**src/hw/rtl/assert_macros.svh**
```systemverilog
// assertion helpers for the rtl
`ifndef ASSERT_MACROS_SVH
`define ASSERT_MACROS_SVH

// clocked implication check, quiet while reset is held
`define MPA_ASSERT(label, prop, msg) \
  label: assert property (@(posedge clk) disable iff (!rst_n) prop) else $error(msg);

// signal must hold a value at or below a limit whenever out of reset
`define MPA_ASSERT_BELOW(label, sig, lim, msg) \
  label: assert property (@(posedge clk) disable iff (!rst_n) ((sig) <= (lim))) else $error(msg);

`endif

```
**src/hw/rtl/mpa_pkg.sv**
```systemverilog
`timescale 1ns / 1ps
`default_nettype none
package mpa_pkg;

  localparam logic [2:0] OP_LOAD     = 3'd0;
  localparam logic [2:0] OP_DEADLINE = 3'd1;
  localparam logic [2:0] OP_PULSE    = 3'd2;
  localparam logic [2:0] OP_FIRE     = 3'd3;
  localparam logic [2:0] OP_READ     = 3'd4;
  localparam logic [2:0] OP_CLEAR    = 3'd5;

  localparam logic [1:0] KIND_DEADLINE = 2'd0;
  localparam logic [1:0] KIND_RECORD   = 2'd1;
  localparam logic [1:0] KIND_READOUT  = 2'd2;

  localparam logic [2:0] CFG_MEASURING = 3'd0;
  localparam logic [2:0] CFG_COUNT     = 3'd1;
  localparam logic [2:0] CFG_SKIP      = 3'd2;
  localparam logic [2:0] CFG_GATE      = 3'd3;
  localparam logic [2:0] CFG_REPORT    = 3'd4;

  localparam int CUR_W       = 5;
  localparam int DIVIDEND_W  = 32;
  localparam int MOD_BITS    = 4;
  localparam int MOD_STEPS   = DIVIDEND_W / MOD_BITS;
  localparam logic [16:0] FULL_SCALE = 17'd32768;

  typedef struct packed {
    logic [63:0] offset;
    logic [2:0]  groups;
    logic [15:0] masks;
  } point_t;

  typedef struct packed {
    logic [63:0] sq;
    logic [31:0] sum;
    logic [31:0] cnt;
  } line_t;

  typedef struct packed {
    logic [63:0]        acc_sum_squares;
    logic signed [31:0] acc_sum;
    logic [31:0]        acc_count;
    logic signed [15:0] raw_ch1_current;
    logic signed [15:0] raw_ch1_voltage;
    logic signed [15:0] raw_ch0_current;
    logic signed [15:0] raw_ch0_voltage;
    logic [3:0]         valid_lines;
    logic [3:0]         point_out;
    logic [31:0]        count_or_pulse;
    logic [63:0]        time_out;
  } res_t;

endpackage
`default_nettype wire

```
**src/hw/rtl/mpa_point_table.sv**
```systemverilog
`timescale 1ns / 1ps
`default_nettype none
module mpa_point_table #(
  parameter int DEPTH = 16,
  parameter int AW    = 4
) (
  input  wire logic            clk,
  input  wire logic            we,
  input  wire logic [AW-1:0]   waddr,
  input  wire mpa_pkg::point_t wdata,
  input  wire logic [AW-1:0]   raddr,
  output mpa_pkg::point_t      rdata
);

  mpa_pkg::point_t mem [DEPTH];
  mpa_pkg::point_t rdata_r;

  always_ff @(posedge clk) begin
    if (we) begin
      mem[waddr] <= wdata;
    end
    rdata_r <= mem[raddr];
  end

  assign rdata = rdata_r;

endmodule
`default_nettype wire

```
**config.mk**
```make
export PLATFORM = sky130hd
export DESIGN_NAME = mpa_point_table
export DESIGN_NICKNAME = d
export VERILOG_FILES = /design/src/hw/rtl/assert_macros.svh /design/src/hw/rtl/mpa_pkg.sv /design/src/hw/rtl/mpa_point_table.sv
export SDC_FILE = /design/constraint.sdc
export NUM_CORES = 1
export LEC_CHECK = 0
export BUFFER_PORTS_ARGS = -buffer_cell sky130_fd_sc_hd__buf_4
export CORE_UTILIZATION = 35
export CTS_BUF_LIST = sky130_fd_sc_hd__clkbuf_4 sky130_fd_sc_hd__clkbuf_8 sky130_fd_sc_hd__clkbuf_16
export DETAILED_ROUTE_END_ITERATION = 12
export SYNTH_ARGS = -nofsm -noshare
export SYNTH_HDL_FRONTEND = slang
export SYNTH_SLANG_ARGS = --single-unit
```
**constraint.sdc**
```tcl
create_clock -name clk -period 9.5 [get_ports clk]
set_input_delay 1.9 -clock clk [delete_from_list [all_inputs] [get_ports clk]]
set_output_delay 1.9 -clock clk [all_outputs]
set_load 0.005 [all_outputs]
```
==> impl_metrics.csv <==
group,metric,value,unit
yosys,seq_area_frac_synth,81.0,%
clock_tree,cts_sinks,1411,
timing,max_freq,236,MHz
detailed_routing,drc,0,
floorplanning,core_area,146000,µm²
global_route,grt_use_total,15.9,%
placed_design,routabilityCongestion,0.709,
cells_and_area,utilization,41.1,%
min_path,hold_path_class,"flop to flop",
outcome,status,"finished, final reports clean",
power_and_ir_drop,power_density,223,nW/µm²
worst_setup_path,critPathMaxFanout,67,
detailed_routing,drt_iter0_drc,2241,
cells_and_area,areaGrowthSynthToFinish,16.6,%
timing,min_period,4230,ps
timing,slew_violations,0,
yosys,synth.distinct_cells,18,
timing,holdWs,661,ps
timing,hold_violations,0,
worst_setup_path,criticalPathCategory,"input port to flop",
yosys,synth-seq-cells,1411,
clock_tree,clock_latency,770,ps
worst_setup_path,critPathCaptureType,"flop",
yosys,netlist_area,51300,µm²
yosys,synth_cells,2129,
placed_design,io_buffer_count,175,
placed_design,dp_hpwl,62300,µm
detailed_routing,wl,117000,µm
timing,finClkSkew,25.4,ps
yosys,synth_fp_nets,2222,
clock_tree,cts.clk_slew.worst_paths,60,ps
clock_tree,cts_setup_buffers,0,
timing,max-slew-margin-rel,11.5,%
clock_tree,clock-root-buffer,"clkbuf_16",
flow_run,cap_violations,0,
timing,rsz0062_at_grt,"false",
cells_and_area,nets,2478,
yosys,ys.warnings.count,0,
timing,finalSetupViolCount,0,
clock_tree,clk_path_buf_depth,3,
yosys,syn_avg_cell_area,24.1,µm²
floorplanning,die_h,385,µm
detailed_routing,dr_total_vias,23142,
detailed_routing,drtAntennaViolNets,0,
power_and_ir_drop,leakage,19.1,nW
floorplanning,die_x,385,µm
power_and_ir_drop,vdd_drop_max,0.000132,V
clock_tree,cts_resized,0,
timing,finalCritPeriodShare,44.6,%
detailed_routing,avgViaCountPerCell,5.23,
global_route,grt_first_pass_wirelength,171000,µm
detailed_routing,routedWlPerCell,26.5,µm
floorplanning,rows,140,
global_route,globalRouteOverflowTotal,0,
floorplanning,die_area,148000,µm²
clock_tree,h-tree-depth,4,
worst_setup_path,cp.required,10140,ps
worst_setup_path,cp-start-kind,"input port",
worst_setup_path,worst_ep_arrival_time,4870,ps
clock_tree,cts_tree,"yes",
detailed_routing,first_pass_iters,5,
clock_tree,cts_hold_buf,0,
worst_setup_path,r2r_slack,7860,ps
global_route,grt_pass1_vias,24766,
global_route,grt_max_degree,137,
timing,worst_pin_slew,1330,ps
floorplanning,start_util,35.2,%
global_route,antenna_found_initial,15,
cells_and_area,drive_gt1_share,32.7,%
power_and_ir_drop,p_total,13.4,mW
clock_tree,cts_made_buffers,146,
floorplanning,ioPinCount,176,
timing,finalSetupTns,0,ps
report_power, final:
part	internal (mW)	switching [mW]	total, mW
clock network	3.32	2.39	5.71
registers	6.96	0.0575	7.02
logic	0.269	0.358	0.627
total	10.6	2.80	13.4
Yosys cell counts (all sizes together):
cell type / number / area share (%)
nand3: 1 / 0.0097
and2: 1 / 0.012
buf: 68 / 0.87
nand2: 84 / 0.61
a22oi: 166 / 2.4
or3b: 1 / 0.017
dfxtp: 83 / 3.2
clkbuf: 42 / 0.31
edfxtp: 1328 / 78
nor3: 4 / 0.039
mux4: 332 / 15
nand3b: 2 / 0.029
nor2: 13 / 0.095
nor2b: 2 / 0.024
nand2b: 2 / 0.024
layout by cell type (no fill, tap or decap), types with 3 or more instances in the layout:
cell type	instances
nand2_1	84
nor2_4	13
clkinvlp_4	4
clkbuf_8	13
edfxtp_1	1328
buf_4	214
bufinv_16	6
clkbuf_16	150
mux4_2	332
clkinv_2	19
nor3_2	4
clkbuf_4	41
inv_16	4
clkinv_1	20
dfxtp_1	83
inv_6	5
clkinv_16	3
a22oi_1	166
kinds of logic (layout without fill, tap and decap cells):
logic type             after synthesis  after routing  synth area share (%)
DFF                               1411           1411                  81.0
AOI/OAI and AO/OA                  166            166                  2.43
and+or+nand+nor                    110            110                 0.866
buffers and inverters              110            488                  1.18
other                                0              1                     0
muxes                              332            332                  14.6
state kept, by name (all words and copies together) (netlist names):
signal,flops
mem,1328
rdata,83
worst paths after layout:
check	start	end	cells after the start
max	raddr[0]	rdata[18]$_DFF_P_	6
min	mem[14][16]$_DFFE_PP_	rdata[16]$_DFF_P_	3
max reg2reg	mem[11][58]$_DFFE_PP_	rdata[58]$_DFF_P_	3
min reg2reg	mem[14][16]$_DFFE_PP_	rdata[16]$_DFF_P_	3
metrics by stage:
step,instances,setup WS (ps),area [µm²]
6_report,4425,5270,59800
4_1_cts,4424,5220,59800
3_3_place_gp,4154,4440,54900
5_1_grt,4424,4900,59800
2_1_floorplan,2129,910,51300
3_5_place_dp,4154,4380,54900
cell type report:
type                            count  area, µm²
Timing Repair Buffer              218       1680
Sequential cell                  1411      41500
Multi-Input combinational cell    608       9300
Clock inverter                     66        656
Tap cell                         1917       2400
Clock buffer                      204       4240
Fill cell                       12443      85700
Antenna cell                        1       2.50
worst max-delay path, stage by stage:
cell     delay [ps]
buf_8           570
buf_4           580
buf_4           740
mux4_2          590
a22oi_1         220
nand2_1         100
per-layer routing:
layer / vias to the layer above / share of wire, % / global-route usage [%]
met1: 12563 / 44 / 22.5
met4: 16 / 1.5 / 3.72
li1: 9641 / - / -
met5: - / 0.083 / 0
met3: 151 / 7.3 / 3.95
met2: 771 / 47 / 24.8
No activity file was read; power rests on OpenSTA's default activity.
