$ cat config.mk
export PLATFORM = sky130hd
export DESIGN_NAME = mpa_mod_unit
export DESIGN_NICKNAME = d
export VERILOG_FILES = /design/src/hw/rtl/assert_macros.svh /design/src/hw/rtl/mpa_pkg.sv /design/src/hw/rtl/mpa_mod_unit.sv
export SDC_FILE = /design/constraint.sdc
export NUM_CORES = 1
export LEC_CHECK = 0
export CORE_MARGIN = 2
export CORE_UTILIZATION = 40
export DETAILED_ROUTE_END_ITERATION = 6
export DONT_BUFFER_PORTS = 1
export PLACE_DENSITY = 0.55
export SLEW_MARGIN = 20
export SYNTH_ARGS = -nofsm -noshare
export SYNTH_HDL_FRONTEND = slang
export SYNTH_SLANG_ARGS = --single-unit
$ cat constraint.sdc
create_clock -name clk -period 15.75 [get_ports clk]
set_clock_uncertainty 0.05 [all_clocks]
set_input_delay 1.575 -clock clk [delete_from_list [all_inputs] [get_ports clk]]
set_output_delay 1.575 -clock clk [all_outputs]
set_load 0.02 [all_outputs]
$ cat src/hw/rtl/assert_macros.svh
// assertion helpers for the rtl
`ifndef ASSERT_MACROS_SVH
`define ASSERT_MACROS_SVH

// clocked implication check, quiet while reset is held
`define MPA_ASSERT(label, prop, msg) \
  label: assert property (@(posedge clk) disable iff (!rst_n) prop) else $error(msg);

// signal must hold a value at or below a limit whenever out of reset
`define MPA_ASSERT_BELOW(label, sig, lim, msg) \
  label: assert property (@(posedge clk) disable iff (!rst_n) ((sig) <= (lim))) else $error(msg);

`endif

$ cat src/hw/rtl/mpa_pkg.sv
`timescale 1ns / 1ps
`default_nettype none
package mpa_pkg;

  localparam logic [2:0] OP_LOAD     = 3'd0;
  localparam logic [2:0] OP_DEADLINE = 3'd1;
  localparam logic [2:0] OP_PULSE    = 3'd2;
  localparam logic [2:0] OP_FIRE     = 3'd3;
  localparam logic [2:0] OP_READ     = 3'd4;
  localparam logic [2:0] OP_CLEAR    = 3'd5;

  localparam logic [1:0] KIND_DEADLINE = 2'd0;
  localparam logic [1:0] KIND_RECORD   = 2'd1;
  localparam logic [1:0] KIND_READOUT  = 2'd2;

  localparam logic [2:0] CFG_MEASURING = 3'd0;
  localparam logic [2:0] CFG_COUNT     = 3'd1;
  localparam logic [2:0] CFG_SKIP      = 3'd2;
  localparam logic [2:0] CFG_GATE      = 3'd3;
  localparam logic [2:0] CFG_REPORT    = 3'd4;

  localparam int CUR_W       = 5;
  localparam int DIVIDEND_W  = 32;
  localparam int MOD_BITS    = 4;
  localparam int MOD_STEPS   = DIVIDEND_W / MOD_BITS;
  localparam logic [16:0] FULL_SCALE = 17'd32768;

  typedef struct packed {
    logic [63:0] offset;
    logic [2:0]  groups;
    logic [15:0] masks;
  } point_t;

  typedef struct packed {
    logic [63:0] sq;
    logic [31:0] sum;
    logic [31:0] cnt;
  } line_t;

  typedef struct packed {
    logic [63:0]        acc_sum_squares;
    logic signed [31:0] acc_sum;
    logic [31:0]        acc_count;
    logic signed [15:0] raw_ch1_current;
    logic signed [15:0] raw_ch1_voltage;
    logic signed [15:0] raw_ch0_current;
    logic signed [15:0] raw_ch0_voltage;
    logic [3:0]         valid_lines;
    logic [3:0]         point_out;
    logic [31:0]        count_or_pulse;
    logic [63:0]        time_out;
  } res_t;

endpackage
`default_nettype wire

$ cat src/hw/rtl/mpa_mod_unit.sv
`timescale 1ns / 1ps
`default_nettype none
module mpa_mod_unit (
  input  wire logic                               clk,
  input  wire logic                               rst_n,
  input  wire logic                               start,
  input  wire logic [mpa_pkg::DIVIDEND_W-1:0]     dividend,
  input  wire logic [2:0]                         divisor,
  output logic                                    done,
  output logic [1:0]                              rem
);

  localparam int CNT_W = $clog2(mpa_pkg::MOD_STEPS);

  logic [mpa_pkg::DIVIDEND_W-1:0] shift_r, shift_nxt;
  logic [2:0] div_r;
  logic [2:0] rem_r, rem_nxt;
  logic [CNT_W-1:0] cnt_r;
  logic busy_r, done_r;

  // restoring remainder, MOD_BITS dividend bits per cycle
  always_comb begin
    logic [3:0] t;
    rem_nxt   = rem_r;
    shift_nxt = shift_r;
    for (int b = 0; b < mpa_pkg::MOD_BITS; b++) begin
      t = {rem_nxt, shift_nxt[mpa_pkg::DIVIDEND_W-1]};
      shift_nxt = {shift_nxt[mpa_pkg::DIVIDEND_W-2:0], 1'b0};
      if (t >= {1'b0, div_r}) begin
        t = t - {1'b0, div_r};
      end
      rem_nxt = t[2:0];
    end
  end

  always_ff @(posedge clk) begin
    if (!rst_n) begin
      busy_r <= 1'b0;
      done_r <= 1'b0;
      cnt_r  <= '0;
    end else begin
      done_r <= 1'b0;
      if (start) begin
        busy_r <= 1'b1;
        cnt_r  <= '0;
      end else if (busy_r) begin
        cnt_r <= cnt_r + 1'b1;
        if (cnt_r == CNT_W'(mpa_pkg::MOD_STEPS - 1)) begin
          busy_r <= 1'b0;
          done_r <= 1'b1;
        end
      end
    end
  end

  always_ff @(posedge clk) begin
    if (start) begin
      shift_r <= dividend;
      div_r   <= divisor;
      rem_r   <= '0;
    end else if (busy_r) begin
      shift_r <= shift_nxt;
      rem_r   <= rem_nxt;
    end
  end

  assign done = done_r;
  assign rem  = rem_r[1:0];

endmodule
`default_nettype wire

==> results.sh, run 1 <==
export IMPL_syn_nets=236
export IMPL_cts_tree="done"
export IMPL_clk_pin_slew_ps=80
export IMPL_syn_inst=180
export IMPL_tightest_slew_ps=732
export IMPL_reg2reg_depth=27
export IMPL_dp_cells=248
export IMPL_slew_headroom_pct=51.2
export IMPL_final_cell_area_sq_um=2510
export IMPL_routed_via_density=5.19
export IMPL_fin_tns_setup_ps=0
export IMPL_yosysSeqAreaShare_pct=50.9
export IMPL_drtIter0Drc=79
export IMPL_path_class="reg2reg"
export IMPL_worst_ir_drop_vdd_mv=0.0640
export IMPL_htree_levels=2
export IMPL_final_cell_mix="35 x edfxtp_1, 29 x mux2_2, 15 x inv_1, 14 x ha_1, 11 x nor2_1"
export IMPL_min_period_over_period_pct=41.2
export IMPL_synth_distinct_cells=38
export IMPL_initial_utilization_pct=40.7
export IMPL_end_kind="flip-flop"
export IMPL_drcViolationCount=0
export IMPL_avgSynthCellArea_sq_um=13.2
export IMPL_grt_pass1_wl_mm=6.51
export IMPL_grt_max_degree=42
export IMPL_whs_path_depth=2
export IMPL_area_growth_pct=5.31
export IMPL_r2r_slack_ps=9260
export IMPL_clk_insertion_delay_late_ps=280
export IMPL_vias=1324
export IMPL_synth_edf_count=35
export IMPL_grt_pass1_vias=1376
export IMPL_synth_main_ff_cell="edfxtp_1"
export IMPL_die_w_um=81.1
export IMPL_post_cts_setup_buffer_count=0
export IMPL_routabilityCongestion=0.770
export IMPL_hold_class="reg2reg"
export IMPL_die_area_sq_um=6580
export IMPL_finalSetupViolations=0
export IMPL_status="finished clean"
export IMPL_final_common_cell="edfxtp_1"
export IMPL_rsz0062_at_grt="false"
export IMPL_routed_wl_mm=3.96
export IMPL_grtUsageTotal_pct=13.1
export IMPL_crit_arrival_ps=6620
export IMPL_instances_no_fill=255
export IMPL_synthArstFlopShare_pct=0
export IMPL_nets=236
export IMPL_hold_viol=0
export IMPL_wl_per_cell_um=15.5
export IMPL_portBuffers=0
export IMPL_antenna_found_initial=0
export IMPL_syn_area_sq_um=2380
export IMPL_cts_repair_resized=0
export IMPL_post_place_ws_ps=9250
export IMPL_layout_drive_gt1_share_pct=25.6
export IMPL_yosysWarnings=0
export IMPL_drtPass1Iterations=4
export IMPL_start_kind="flip-flop"
export IMPL_cp_max_fo=7
export IMPL_postPlaceCellArea_sq_um=2430
export IMPL_setup_slack_ps=9260
export IMPL_min_from="rem_r[2]"
export IMPL_maxSlewViolCount=0
export IMPL_fp_row_count=28
export IMPL_root_buffer="clkbuf_8"
export IMPL_cp_required_ps=15880
export IMPL_power_density_nw_per_um2=173
export IMPL_core_sq_um=5850
export IMPL_synth_seq_cells=43
export IMPL_timing_rr_start="shift_r[31]"
export IMPL_hold_path_end="rem_r[2]"
export IMPL_boundaryPins=41
export IMPL_cts_hold_buf=0
export IMPL_layout_min_cycle_time_ps=6490
export IMPL_r2r_end="rem_r[0]"
export IMPL_drtAntennaViolNets=0
export IMPL_clock_fmax_ghz=0.154
export IMPL_grt_overflow=0
export IMPL_leakagePower_uw=0.000978
export IMPL_maxCapViolCount=0
export IMPL_antennaDiodeCount=0
export IMPL_cts_sink_count=43
export IMPL_hpwl_mm=2.93
export IMPL_die_h_um=81.1
export IMPL_cts_buffers=5
export IMPL_clock_path_buffers=2
-- layout make-up --
cell class | instances | area [sq um]
clock buffer | 5 | 68.8
clock inverter | 2 | 8.76
fill | 548 | 3340
inverter | 15 | 56.3
multi-input combinational | 115 | 1070
sequential | 43 | 1210
tap | 75 | 93.8
-- layer usage --
| metal | up-vias | routed length (um) | track usage (%) |
|---|---|---|---|
| li1 | 649 | - | - |
| met1 | 647 | 1670 | 15.7 |
| met2 | 24 | 2080 | 22.2 |
| met3 | 4 | 172 | 4.33 |
| met4 | 0 | 41 | 4.07 |
| met5 | - | 0 | 0 |
-- per-stage QoR --
step                hold WS, ps  util, %  power (uW)
floorplan                   415        -         339
global placement            430     41.5         365
detailed placement          452     41.5         372
CTS                         469     42.8         437
global route                494     42.8         467
finish                      460     42.8         433
-- power by group --
group          total [uW]  switching (uW)  leakage (uW)  internal (uW)
registers             148            10.9      0.000420            137
clock network        63.4            33.9     0.0000414           29.5
logic                 221             116      0.000516            105
-- kinds of logic (layout without fill, tap and decap cells) --
kind of cell	count (synthesis)	count (layout)	synth area share, %
flops	43	43	50.9
mux	33	33	15.4
compound gates	31	31	11.3
simple gates	29	29	5.94
buf+inv	22	22	4.26
fa+ha+maj	18	18	10.7
xor+xnor	4	4	1.47
-- sequential cells by signal (all words and copies together), names as in the netlist --
register  cells
shift_r      32
busy_r        1
cnt_r         3
done          1
rem_r         3
div_r         3
-- worst max-delay path by stage --
stage | startpoint | slack (ps) | to
floorplan | shift_r[31] | 9980 | rem_r[0]
global placement | div_r[1] | 9400 | rem_r[0]
detailed placement | div_r[1] | 9250 | rem_r[0]
CTS | div_r[1] | 9200 | rem_r[0]
global route | div_r[1] | 8740 | rem_r[1]
finish | shift_r[31] | 9260 | rem_r[0]
-- Yosys cell counts (2+ instances only) --
| cell type | number | area (sq um) |
|---|---|---|
| buf_4 | 3 | 22.5 |
| clkbuf_1 | 3 | 11.3 |
| a21oi_1 | 7 | 35.0 |
| or2_2 | 2 | 12.5 |
| and2_1 | 4 | 25.0 |
| mux2_2 | 29 | 327 |
| o21a_1 | 2 | 15.0 |
| a22o_1 | 2 | 17.5 |
| o211ai_1 | 2 | 15.0 |
| dfxtp_1 | 8 | 160 |
| ha_1 | 14 | 175 |
| nand2_1 | 6 | 22.5 |
| a21o_1 | 4 | 30.0 |
| nand2b_1 | 2 | 12.5 |
| a21bo_2 | 2 | 20.0 |
| fa_1 | 4 | 80.1 |
| xnor2_1 | 3 | 26.3 |
| edfxtp_1 | 35 | 1050 |
| nor2_1 | 11 | 41.3 |
| o31ai_1 | 2 | 15.0 |
| inv_1 | 15 | 56.3 |
| mux2i_1 | 4 | 40.0 |
-- critical path: stages, from the launching register on --
cell and delay (ps):
edfxtp_1 450, inv_1 100, ha_1 140, inv_1 50
fa_1 410, a21o_1 210, a21boi_0 340, nor2_1 70
a21oi_1 240, inv_1 100, ha_1 280, a21bo_2 200
a21oi_2 300, o21ai_4 160, o21a_1 220, inv_1 80
fa_1 210, a21bo_2 240, a21o_1 190, a221oi_2 250
mux2i_1 450, ha_1 320, a21o_1 180, a21oi_1 150
o21ai_0 100, a21o_1 190, or3_4 410, o311a_1 290
(Power assumes the default switching activity.)
==> inputs of run 2 (changes only) <==
==> constraint.sdc (replaced) <==
create_clock -name clk -period 6.6 [get_ports clk]
set_clock_uncertainty 0.05 [all_clocks]
set_input_delay 0.66 -clock clk [delete_from_list [all_inputs] [get_ports clk]]
set_output_delay 0.66 -clock clk [all_outputs]
set_load 0.02 [all_outputs]
==> results.sh, run 2 (synthesized netlist as in run 1, its figures left out) <==
export IMPL_status="finished clean"
export IMPL_initial_utilization_pct=40.7
export IMPL_final_cell_area_sq_um=2540
export IMPL_grt_overflow=0
export IMPL_power_density_nw_per_um2=415
export IMPL_fillCellCount=546
export IMPL_grt_pass1_vias=1380
export IMPL_cp_required_ps=6730
export IMPL_dp_cells=249
export IMPL_drtPass1Iterations=4
export IMPL_boundaryPins=41
export IMPL_cpLargestDelayFamily="compound AO/OA/AOI/OAI gates"
export IMPL_max_stage_delay_ps=440
export IMPL_slew_headroom_pct=51.0
export IMPL_die_w_um=81.1
export IMPL_cts_buffers=5
export IMPL_min_period_over_period_pct=91.9
export IMPL_layout_min_cycle_time_ps=6070
export IMPL_cp_max_fo=7
export IMPL_min_from="start"
export IMPL_cts_hold_buf=0
export IMPL_core_sq_um=5850
export IMPL_largest_register="shift_r"
export IMPL_grt_pass1_wl_mm=6.44
export IMPL_worst_ir_drop_vdd_mv=0.181
export IMPL_startpoint="shift_r[31]"
export IMPL_layout_drive_gt1_share_pct=29.0
export IMPL_routabilityCongestion=0.857
export IMPL_routed_wl_mm=3.92
export IMPL_hold_class="in2reg"
export IMPL_clk_insertion_delay_late_ps=290
export IMPL_final_common_cell="edfxtp_1"
export IMPL_htree_levels=2
export IMPL_hold_viol=0
export IMPL_portBuffers=0
export IMPL_finalSetupViolations=0
export IMPL_antenna_found_initial=0
export IMPL_cp_slowest_cell="edfxtp_1"
export IMPL_nets=238
export IMPL_end_kind="flip-flop"
export IMPL_instances_no_fill=258
export IMPL_maxCapViolCount=0
export IMPL_grt_max_degree=42
export IMPL_final_cell_mix="35 x edfxtp_1, 29 x mux2_2, 14 x inv_1, 14 x ha_1, 11 x nor2_1"
export IMPL_die_h_um=81.1
export IMPL_area_growth_pct=6.73
export IMPL_hpwl_mm=2.99
export IMPL_routed_via_density=5.12
export IMPL_largest_reg_flops=32
export IMPL_leakagePower_uw=0.000986
export IMPL_start_kind="flip-flop"
export IMPL_tightest_slew_ps=735
export IMPL_die_area_sq_um=6580
export IMPL_crit_arrival_ps=6200
export IMPL_cts_tree="done"
export IMPL_antennaDiodeCount=0
export IMPL_drtAntennaViolNets=0
export IMPL_critPathBufInv=4
export IMPL_cts_sink_count=43
export IMPL_fp_row_count=28
export IMPL_rsz0062_at_grt="false"
export IMPL_fin_tns_setup_ps=0
export IMPL_whs_ps=396
export IMPL_drtIter0Drc=44
export IMPL_path_class="reg2reg"
export IMPL_timing_rr_start="shift_r[31]"
export IMPL_grtUsageTotal_pct=13.0
export IMPL_drcViolationCount=0
export IMPL_clock_fmax_ghz=0.165
export IMPL_maxSlewViolCount=0
export IMPL_root_buffer="clkbuf_8"
export IMPL_clk_pin_slew_ps=80
export IMPL_postPlaceCellArea_sq_um=2440
export IMPL_clock_path_buffers=2
export IMPL_vias=1321
export IMPL_wl_per_cell_um=15.2
run 2: area by class of cell:
type	count	area (sq um)	share of cell area, %
clock buffer	5	68.8	2.71
clock inverter	3	20.0	0.788
inverter	15	56.3	2.22
timing repair buffer	2	15.0	0.591
sequential	43	1210	47.7
tap	75	93.8	3.69
multi-input combinational	115	1070	42.3
run 2: final timing paths:
check / to / slack (ps) / cells past startpoint
worst min register to register: rem_r[2] / 460 / 2
worst max-delay path: rem_r[0] / 530 / 27
worst max register to register: rem_r[0] / 530 / 27
worst min-delay path: rem_r[2] / 400 / 1
run 2: per-stage QoR:
step	total power, uW	worst slack [ps]	utilization, %
5_1_grt	1150	22.8	43.4
3_3_place_gp	878	362	41.6
4_1_cts	1050	209	43.2
6_report	1050	533	43.4
2_1_floorplan	808	834	-
3_5_place_dp	888	221	41.6
run 2: what timing repair did:
action,CTS,global route
endpoints found under the setup margin,0,3
resized for setup,0,4
setup buffers,0,1
hold endpoints to repair,0,0
run 2: layer usage:
metal	global-route usage, %	share of wire, %
met1	15.1	39
met2	22.0	54
met3	5.22	6.2
met4	4.07	0.79
met5	0	0
run 2: power breakdown:
part,internal (uW),switching (uW),total (uW)
Sequential,327,24.4,352
Combinational,264,278,542
Clock,73.6,87.8,161
Total,665,390,1050
